==> src/design/top_k_rank_select_macros.svh <==
// Assertion macros used by the top-level design file.
`ifndef TOP_K_RANK_SELECT_MACROS_SVH
`define TOP_K_RANK_SELECT_MACROS_SVH

// Same-cycle implication, checked outside reset.
`define TKRS_ASSERT_NOW(label, ante, cons, msg) \
  label: assert property (@(posedge clk) disable iff (!rst_n) (ante) |-> (cons)) \
    else $error(msg);

// Next-cycle implication, checked outside reset.
`define TKRS_ASSERT_NEXT(label, ante, cons, msg) \
  label: assert property (@(posedge clk) disable iff (!rst_n) (ante) |=> (cons)) \
    else $error(msg);

`endif

==> src/design/tkrs_pkg.sv <==
// Package with the record type, widths and ranking helpers for the top-K selector.
package tkrs_pkg;

  localparam int ID_W       = 16;
  localparam int SC_W       = 10;
  localparam int WC_W       = 5;
  localparam int TOT_W      = SC_W + 1;
  localparam int ID_BITS    = 16;
  localparam int SCORE_BITS = 10;
  localparam int MAX_WINNERS_DEF = 16;
  localparam int Q_DEPTH    = 2;

  localparam int ID_KEEP  = (ID_BITS < ID_W) ? ID_BITS : ID_W;
  localparam int SAT_BITS = (SCORE_BITS < SC_W) ? SCORE_BITS : SC_W;
  localparam logic [ID_W-1:0] ID_MASK   = ID_W'((64'd1 << ID_KEEP) - 64'd1);
  localparam logic [SC_W-1:0] SCORE_MAX = SC_W'((64'd1 << SAT_BITS) - 64'd1);

  typedef struct packed {
    logic            last;
    logic [ID_W-1:0] id;
    logic [SC_W-1:0] s1;
    logic [SC_W-1:0] s2;
  } rec_t;

  function automatic logic [SC_W-1:0] sat_score(input logic [SC_W-1:0] v);
    return (v > SCORE_MAX) ? SCORE_MAX : v;
  endfunction

  function automatic logic ranks_before(
    input logic [ID_W-1:0] id_a, input logic [SC_W-1:0] s1_a, input logic [SC_W-1:0] s2_a,
    input logic [ID_W-1:0] id_b, input logic [SC_W-1:0] s1_b, input logic [SC_W-1:0] s2_b);
    logic [TOT_W-1:0] ta;
    logic [TOT_W-1:0] tb;
    ta = {1'b0, s1_a} + {1'b0, s2_a};
    tb = {1'b0, s1_b} + {1'b0, s2_b};
    if (ta != tb) begin
      return ta > tb;
    end
    if (s1_a != s1_b) begin
      return s1_a > s1_b;
    end
    return id_a < id_b;
  endfunction

endpackage

==> src/design/top_k_rank_select.sv <==
// Top level of the streaming top-K record selector.
//
//   Channel   Handshake              Payload
//   in        start / busy           in_record_id, in_first_score, in_second_score,
//                                    in_last_record
//   out       out_valid (strobe)     out_winner_id, out_last_winner
//   cfg       cfg_valid / cfg_ready  cfg_winner_count
//
// A record is taken in one cycle and inserted into the ranked list in the next cycle
// the back end is free, so a batch streams at one item per cycle while busy is low.
// After the last record the winners are sorted by id, then one winner comes out
// per cycle; the two-entry queue keeps taking items while this runs, and busy rises
// only when it is full. Reset is synchronous and leaves the held list empty.
// The receiver cannot stall: every strobed winner is taken.
`include "top_k_rank_select_macros.svh"

module top_k_rank_select #(
  parameter int MAX_WINNERS = tkrs_pkg::MAX_WINNERS_DEF
) (
  input  logic                      clk,
  input  logic                      rst_n,
  input  logic                      start,
  output logic                      busy,
  input  logic [tkrs_pkg::ID_W-1:0] in_record_id,
  input  logic [tkrs_pkg::SC_W-1:0] in_first_score,
  input  logic [tkrs_pkg::SC_W-1:0] in_second_score,
  input  logic                      in_last_record,
  output logic                      out_valid,
  output logic [tkrs_pkg::ID_W-1:0] out_winner_id,
  output logic                      out_last_winner,
  input  logic                      cfg_valid,
  output logic                      cfg_ready,
  input  logic [tkrs_pkg::WC_W-1:0] cfg_winner_count
);
  import tkrs_pkg::*;

  logic            push;
  rec_t            push_rec;
  rec_t            head_rec;
  logic            q_empty;
  logic            q_full;
  logic            pop;
  logic [WC_W-1:0] winner_count_r, winner_count_nxt;

  assign cfg_ready = 1'b1;

  always_comb begin
    winner_count_nxt = winner_count_r;
    if (cfg_valid && cfg_ready) begin
      winner_count_nxt = cfg_winner_count;
    end
  end

  always_ff @(posedge clk) begin
    if (!rst_n) begin
      winner_count_r <= WC_W'(1);
    end else begin
      winner_count_r <= winner_count_nxt;
    end
  end

  tkrs_front u_front (
    .start           (start),
    .busy            (busy),
    .in_record_id    (in_record_id),
    .in_first_score  (in_first_score),
    .in_second_score (in_second_score),
    .in_last_record  (in_last_record),
    .q_full          (q_full),
    .push            (push),
    .push_rec        (push_rec)
  );

  tkrs_queue u_queue (
    .clk      (clk),
    .rst_n    (rst_n),
    .push     (push),
    .push_rec (push_rec),
    .pop      (pop),
    .head_rec (head_rec),
    .empty    (q_empty),
    .full     (q_full)
  );

  tkrs_back #(
    .MAX_WINNERS (MAX_WINNERS)
  ) u_back (
    .clk             (clk),
    .rst_n           (rst_n),
    .winner_count    (winner_count_r),
    .head_rec        (head_rec),
    .q_empty         (q_empty),
    .pop             (pop),
    .out_valid       (out_valid),
    .out_winner_id   (out_winner_id),
    .out_last_winner (out_last_winner)
  );

  `TKRS_ASSERT_NOW(a_no_push_when_full, q_full, !push, "Item pushed into a full queue.")
  `TKRS_ASSERT_NOW(a_no_pop_when_empty, q_empty, !pop, "Item popped from an empty queue.")
  `TKRS_ASSERT_NEXT(a_gap_after_last, out_valid && out_last_winner, !out_valid,
    "Winner strobed right after the final winner of a batch.")
  `TKRS_ASSERT_NEXT(a_winners_contiguous, out_valid && !out_last_winner, out_valid,
    "Gap inside a batch of winners.")

endmodule

==> src/design/tkrs_front.sv <==
// Front end: accepts items, masks the id and saturates the scores.
module tkrs_front (
  input  logic                    start,
  output logic                    busy,
  input  logic [tkrs_pkg::ID_W-1:0] in_record_id,
  input  logic [tkrs_pkg::SC_W-1:0] in_first_score,
  input  logic [tkrs_pkg::SC_W-1:0] in_second_score,
  input  logic                    in_last_record,
  input  logic                    q_full,
  output logic                    push,
  output tkrs_pkg::rec_t          push_rec
);
  import tkrs_pkg::*;

  assign busy = q_full;
  assign push = start && !q_full;

  always_comb begin
    push_rec.last = in_last_record;
    push_rec.id   = in_record_id & ID_MASK;
    push_rec.s1   = sat_score(in_first_score);
    push_rec.s2   = sat_score(in_second_score);
  end

endmodule

==> src/design/tkrs_queue.sv <==
// Short queue of cleaned records between the front end and the ranking back end.
module tkrs_queue (
  input  logic           clk,
  input  logic           rst_n,
  input  logic           push,
  input  tkrs_pkg::rec_t push_rec,
  input  logic           pop,
  output tkrs_pkg::rec_t head_rec,
  output logic           empty,
  output logic           full
);
  import tkrs_pkg::*;

  localparam int AW = (Q_DEPTH > 1) ? $clog2(Q_DEPTH) : 1;
  localparam int CW = $clog2(Q_DEPTH + 1);
  localparam logic [CW-1:0] DEPTH_C = CW'(Q_DEPTH);

  rec_t          mem_r [Q_DEPTH];
  logic [AW-1:0] wr_ptr_r, wr_ptr_nxt;
  logic [AW-1:0] rd_ptr_r, rd_ptr_nxt;
  logic [CW-1:0] count_r, count_nxt;

  assign empty    = (count_r == '0);
  assign full     = (count_r == DEPTH_C);
  assign head_rec = mem_r[rd_ptr_r];

  always_comb begin
    wr_ptr_nxt = wr_ptr_r;
    rd_ptr_nxt = rd_ptr_r;
    count_nxt  = count_r;
    if (push) begin
      wr_ptr_nxt = (wr_ptr_r == AW'(Q_DEPTH - 1)) ? '0 : wr_ptr_r + AW'(1);
    end
    if (pop) begin
      rd_ptr_nxt = (rd_ptr_r == AW'(Q_DEPTH - 1)) ? '0 : rd_ptr_r + AW'(1);
    end
    if (push && !pop) begin
      count_nxt = count_r + CW'(1);
    end else if (pop && !push) begin
      count_nxt = count_r - CW'(1);
    end
  end

  always_ff @(posedge clk) begin
    if (push) begin
      mem_r[wr_ptr_r] <= push_rec;
    end
  end

  always_ff @(posedge clk) begin
    if (!rst_n) begin
      wr_ptr_r <= '0;
      rd_ptr_r <= '0;
      count_r  <= '0;
    end else begin
      wr_ptr_r <= wr_ptr_nxt;
      rd_ptr_r <= rd_ptr_nxt;
      count_r  <= count_nxt;
    end
  end

endmodule

==> src/design/tkrs_back.sv <==
// Back end: insertion chain in rank order, id sort of the winners and result output.
module tkrs_back #(
  parameter int MAX_WINNERS = tkrs_pkg::MAX_WINNERS_DEF
) (
  input  logic                      clk,
  input  logic                      rst_n,
  input  logic [tkrs_pkg::WC_W-1:0] winner_count,
  input  tkrs_pkg::rec_t            head_rec,
  input  logic                      q_empty,
  output logic                      pop,
  output logic                      out_valid,
  output logic [tkrs_pkg::ID_W-1:0] out_winner_id,
  output logic                      out_last_winner
);
  import tkrs_pkg::*;

  localparam logic [1:0] ST_RUN  = 2'd0;
  localparam logic [1:0] ST_SORT = 2'd1;
  localparam logic [1:0] ST_EMIT = 2'd2;

  localparam int KW = 7;
  localparam int CW = $clog2(MAX_WINNERS + 1);
  localparam logic [CW-1:0] LAST_PASS = CW'(MAX_WINNERS - 1);
  localparam logic [KW-1:0] MAX_K = KW'(MAX_WINNERS);

  logic [1:0]             state_r, state_nxt;
  logic [CW-1:0]          pass_r, pass_nxt;
  logic [ID_W-1:0]        id_r  [MAX_WINNERS];
  logic [ID_W-1:0]        id_nxt [MAX_WINNERS];
  logic [SC_W-1:0]        s1_r  [MAX_WINNERS];
  logic [SC_W-1:0]        s1_nxt [MAX_WINNERS];
  logic [SC_W-1:0]        s2_r  [MAX_WINNERS];
  logic [SC_W-1:0]        s2_nxt [MAX_WINNERS];
  logic [MAX_WINNERS-1:0] vld_r, vld_nxt;
  logic                   out_valid_r, out_valid_nxt;
  logic [ID_W-1:0]        out_id_r, out_id_nxt;
  logic                   out_last_r, out_last_nxt;

  logic [MAX_WINNERS-1:0] ins;
  logic [MAX_WINNERS-1:0] ins_prev;
  logic [ID_W-1:0]        src_id [MAX_WINNERS];
  logic [SC_W-1:0]        src_s1 [MAX_WINNERS];
  logic [SC_W-1:0]        src_s2 [MAX_WINNERS];
  logic [MAX_WINNERS-1:0] src_v;
  logic [MAX_WINNERS:0]   vld_ext;
  logic [KW-1:0]          k_eff;
  logic                   swap;

  assign out_valid       = out_valid_r;
  assign out_winner_id   = out_id_r;
  assign out_last_winner = out_last_r;
  assign vld_ext         = {1'b0, vld_r};

  always_comb begin
    if (winner_count == '0) begin
      k_eff = KW'(1);
    end else if ({{(KW - WC_W){1'b0}}, winner_count} > MAX_K) begin
      k_eff = MAX_K;
    end else begin
      k_eff = {{(KW - WC_W){1'b0}}, winner_count};
    end
  end

  always_comb begin
    for (int i = 0; i < MAX_WINNERS; i++) begin
      ins[i] = !vld_r[i] || ranks_before(head_rec.id, head_rec.s1, head_rec.s2,
                                         id_r[i], s1_r[i], s2_r[i]);
    end
    ins_prev[0] = 1'b0;
    src_id[0]   = head_rec.id;
    src_s1[0]   = head_rec.s1;
    src_s2[0]   = head_rec.s2;
    src_v[0]    = 1'b1;
    for (int i = 1; i < MAX_WINNERS; i++) begin
      ins_prev[i] = ins[i-1];
      src_id[i]   = id_r[i-1];
      src_s1[i]   = s1_r[i-1];
      src_s2[i]   = s2_r[i-1];
      src_v[i]    = vld_r[i-1];
    end
  end

  always_comb begin
    state_nxt     = state_r;
    pass_nxt      = pass_r;
    id_nxt        = id_r;
    s1_nxt        = s1_r;
    s2_nxt        = s2_r;
    vld_nxt       = vld_r;
    out_valid_nxt = 1'b0;
    out_id_nxt    = out_id_r;
    out_last_nxt  = out_last_r;
    pop           = 1'b0;
    swap          = 1'b0;
    case (state_r)
      ST_RUN: begin
        if (!q_empty) begin
          pop = 1'b1;
          for (int i = 0; i < MAX_WINNERS; i++) begin
            if (ins[i]) begin
              if (ins_prev[i]) begin
                id_nxt[i]  = src_id[i];
                s1_nxt[i]  = src_s1[i];
                s2_nxt[i]  = src_s2[i];
                vld_nxt[i] = src_v[i];
              end else begin
                id_nxt[i]  = head_rec.id;
                s1_nxt[i]  = head_rec.s1;
                s2_nxt[i]  = head_rec.s2;
                vld_nxt[i] = 1'b1;
              end
            end
          end
          if (head_rec.last) begin
            for (int i = 0; i < MAX_WINNERS; i++) begin
              if (KW'(i) >= k_eff) begin
                vld_nxt[i] = 1'b0;
              end
            end
            pass_nxt  = '0;
            state_nxt = ST_SORT;
          end
        end
      end
      ST_SORT: begin
        for (int i = 0; i + 1 < MAX_WINNERS; i++) begin
          if ((i % 2) == int'(pass_r[0])) begin
            swap = (!vld_r[i] && vld_r[i+1]) ||
                   (vld_r[i] && vld_r[i+1] && (id_r[i+1] < id_r[i]));
            if (swap) begin
              id_nxt[i]    = id_r[i+1];
              id_nxt[i+1]  = id_r[i];
              vld_nxt[i]   = vld_r[i+1];
              vld_nxt[i+1] = vld_r[i];
            end
          end
        end
        pass_nxt = pass_r + CW'(1);
        if (pass_r == LAST_PASS) begin
          state_nxt = ST_EMIT;
        end
      end
      ST_EMIT: begin
        if (vld_r[0]) begin
          out_valid_nxt = 1'b1;
          out_id_nxt    = id_r[0];
          out_last_nxt  = !vld_ext[1];
          for (int i = 0; i + 1 < MAX_WINNERS; i++) begin
            id_nxt[i] = id_r[i+1];
          end
          vld_nxt = vld_r >> 1;
          if (!vld_ext[1]) begin
            state_nxt = ST_RUN;
          end
        end else begin
          state_nxt = ST_RUN;
        end
      end
      default: begin
        state_nxt = ST_RUN;
        vld_nxt   = '0;
      end
    endcase
  end

  always_ff @(posedge clk) begin
    id_r     <= id_nxt;
    s1_r     <= s1_nxt;
    s2_r     <= s2_nxt;
    pass_r   <= pass_nxt;
    out_id_r <= out_id_nxt;
    out_last_r <= out_last_nxt;
  end

  always_ff @(posedge clk) begin
    if (!rst_n) begin
      state_r     <= ST_RUN;
      vld_r       <= '0;
      out_valid_r <= 1'b0;
    end else begin
      state_r     <= state_nxt;
      vld_r       <= vld_nxt;
      out_valid_r <= out_valid_nxt;
    end
  end

endmodule

==> config.mk <==
export PLATFORM = sky130hd
export DESIGN_NAME = top_k_rank_select
export DESIGN_NICKNAME = d
export VERILOG_FILES = /design/src/design/tkrs_pkg.sv /design/src/design/top_k_rank_select.sv /design/src/design/tkrs_front.sv /design/src/design/tkrs_queue.sv /design/src/design/tkrs_back.sv
export VERILOG_INCLUDE_DIRS = /design/src /design/src/design
export SDC_FILE = /design/constraint.sdc
export NUM_CORES = 2
export LEC_CHECK = 0
export BUFFER_PORTS_ARGS = -buffer_cell sky130_fd_sc_hd__buf_4
export CAP_MARGIN = 20
export CORE_ASPECT_RATIO = 0.7
export CORE_MARGIN = 5
export CORE_UTILIZATION = 55
export DETAILED_ROUTE_END_ITERATION = 16
export PLACE_DENSITY = 0.77
export REMOVE_ABC_BUFFERS = 1
export SYNTH_ARGS = -nofsm -noshare
export SYNTH_HDL_FRONTEND = slang
export SYNTH_SLANG_ARGS = --single-unit
==> constraint.sdc <==
create_clock -name clk -period 7.9 [get_ports clk]
set_input_delay 1.185 -clock clk [delete_from_list [all_inputs] [get_ports clk]]
set_output_delay 1.185 -clock clk [all_outputs]
set_load 0.02 [all_outputs]
==> flow_summary.yaml <==
outcome:
  status: "finished clean"
worst_setup_path:
  path_delay_family: "compound AO/OA/AOI/OAI gates"
  crit_path_max_incr_delay_ns: 0.80
  critical_path_arrival_ns: 7.66
  r2r_slack_ns: 0.67
  startpoint_type: "register"
  cp_cell_sequence: "mux2i_1 -> buf_4 -> inv_2 -> ha_1 -> a21o_1 -> a21oi_1 -> o21bai_1 -> a21oi_1 -> o21bai_1 -> a21oi_1 -> o21bai_1 -> a21oi_1 -> xnor2_2 -> buf_4 -> ha_1 -> a21oi_1 -> o21ai_0 -> or3_1 -> o2bb2ai_1 -> nor2_4 -> inv_1 -> a21oi_1 -> buf_4"
  cpMostUsedCell: "a21oi_1"
  path_buf_inv: 5
  cpMaxStageDelayCell: "o2bb2ai_1"
  critical_path_class: "register to register"
  required_ns: 8.32
  worstPathMaxFanout: 18
  endpoint_kind: "register"
die:
  rows: 102
  die_h_um: 290
  initial_core_util_pct: 55.7
  core_area_um2: 111000
  io_pins: 66
  fp.dieW_um: 411
  die-area_um2: 119000
logic_synthesis:
  ys_ff_latch: 701
  synth_edf_count: 672
  yosys_warnings: 0
  synth_cells: 6409
  yosysSeqAreaShare_pct: 33.6
  ys_types: 94
  async_flop_share_pct: 0
  synthFlopType: "edfxtp_1"
  netlist_area_um2: 61800
  avgSynthCellArea_um2: 9.65
sta:
  skew_ns: 0.0442
  max_freq_mhz: 138
  setup_viol: 0
  fin_setup_tns_ns: 0
  worst_slew_pin_slew_ns: 1.30
  slew_violations: 0
  max-slew-margin-rel_pct: 13.0
  fin_crit_sh_pct: 91.6
  whs_ns: 0.505
  rsz0062_at_grt: "no"
  period_minus_slack_ns: 7.23
  finalHoldViolCount: 0
cts:
  clkSlewWorstSetupHoldPaths_ns: 0.06
  cts-resized-gates: 0
  cts-root-buf: "clkbuf_16"
  cts_setup_buffers: 0
  cts_tree: "built"
  clockBufferDepth: 3
  clock_sinks: 701
  htreeDepth: 3
  hold_buffers: 0
  clk_latency_ns: 0.70
  numCtsBuffers: 78
placed_design:
  gp_congestion: 1.00
  dp_hpwl_um: 166000
  io_buffers: 64
drt:
  drc_errors: 0
  firstDrtPassIters: 7
  routedWlPerCell_um: 28.0
  drt_iter0_markers: 7922
  via_per_inst: 6.94
  num_vias: 55100
  wirelength_um: 222000
  antenna_left: 0
flow_run:
  drv_cap: 0
global_routing:
  grt_usage_pct: 35.7
  grt_max_degree: 73
  grt_first_pass_wirelength_um: 324000
  grt_overflow: 0
  grt_pass1_vias: 51500
  antenna_found_initial: 4
layout:
  final_common_cell: "ha_1"
  nets: 7436
  drive_above_1_share_pct: 9.02
  area_delta_synth_final_pct: 8.66
  final_cell_mix: "ha_1, edfxtp_1, a21oi_1, inv_1, nor2_1"
hold_path:
  hold_class: "register to register"
kinds of logic after synthesis:
logic type               Yosys count  share of synthesized area (%)
buffers and inverters            861                           5.44
AO/OA/AOI/OAI                   1884                           20.5
multiplexers                     500                           8.40
other                              1                        0.00607
AND/OR/NAND/NOR                 1355                           10.2
adder cells (fa/ha/maj)          986                           20.1
flip-flops                       701                           33.6
XOR/XNOR                         121                           1.71
layout make-up:
type	instances	area (um^2)
Fill cell	9078	43900
Tap cell	1456	1820
Clock inverter	45	480
Multi-Input combinational cell	4847	38000
Clock buffer	99	2140
Sequential cell	701	20800
Inverter	543	2040
Antenna cell	2	5.00
Timing Repair Buffer	240	1880
cell usage after synthesis, drive strengths merged, types with 27 or more instances:
master | number | share of area [%]
ha | 962 | 19
edfxtp | 672 | 33
a21oi | 570 | 4.7
inv | 541 | 3.3
nor2 | 483 | 2.9
mux2i | 380 | 6.2
o21ai | 333 | 2.7
nand2 | 327 | 2.0
clkbuf | 225 | 1.4
a21o | 178 | 2.2
mux2 | 120 | 2.2
nor3 | 118 | 0.96
buf | 93 | 0.77
nand4 | 90 | 0.91
xnor2 | 85 | 1.2
a221o | 84 | 1.4
nor2b | 83 | 0.84
o21a | 71 | 0.86
o221ai | 71 | 1.0
nand3 | 67 | 0.54
nand2b | 62 | 0.63
o211ai | 59 | 0.72
a211oi | 56 | 0.68
o21bai | 54 | 0.66
o2bb2ai | 37 | 0.52
xor2 | 36 | 0.51
a211o | 32 | 0.45
a2bb2oi | 32 | 0.45
a22o | 29 | 0.41
dfxtp | 29 | 0.94
and2 | 27 | 0.27
registers in the layout (all words and copies together) (netlist names), named ones only:
signal                  flops
u_back.state_r              2
u_queue.wr_ptr_r            1
u_queue.count_r             2
u_back.out_winner_id       16
u_back.out_valid            1
u_back.out_last_winner      1
u_back.vld_r               16
u_queue.mem_r              74
u_queue.rd_ptr_r            1
winner_count_r              5
u_back.id_r               256
u_back.s2_r               160
u_back.s1_r               160
u_back.pass_r               5
layer usage:
metal	vias up	track usage, %	routed length (um)
li1	24200	-	-
met1	26100	52.5	90200
met2	4208	47.0	83100
met3	585	13.4	38900
met4	4	12.9	9660
met5	-	1.08	174
metrics by stage:
| stage | std cells | setup WS, ns | util [%] | instance area (um^2) |
|---|---|---|---|---|
| after floorplan | 6091 | -4.38 | - | 60500 |
| after global placement | 7775 | 0.606 | 58.0 | 64400 |
| after detailed placement | 7777 | 0.436 | 58.0 | 64400 |
| after CTS | 7921 | 0.392 | 60.4 | 67000 |
| after global routing | 7931 | 0.322 | 60.5 | 67200 |
| final | 7933 | 0.665 | 60.5 | 67200 |
path summary, 6_finish.rpt:
path | from | end | cells after the start
worst min register to register | u_back.id_r[241]$_DFFE_PP_ | u_back.out_winner_id[1]$_DFFE_PP_ | 0
worst max register to register | register | u_back.id_r[131]$_DFFE_PP_ | 23
worst max-delay path | register | u_back.id_r[131]$_DFFE_PP_ | 23
worst min-delay path | u_back.id_r[241]$_DFFE_PP_ | u_back.out_winner_id[1]$_DFFE_PP_ | 0
Power is left out: the tool's default activity adds up to more than one toggle a clock period on the data nets, which glitch-free logic cannot reach.
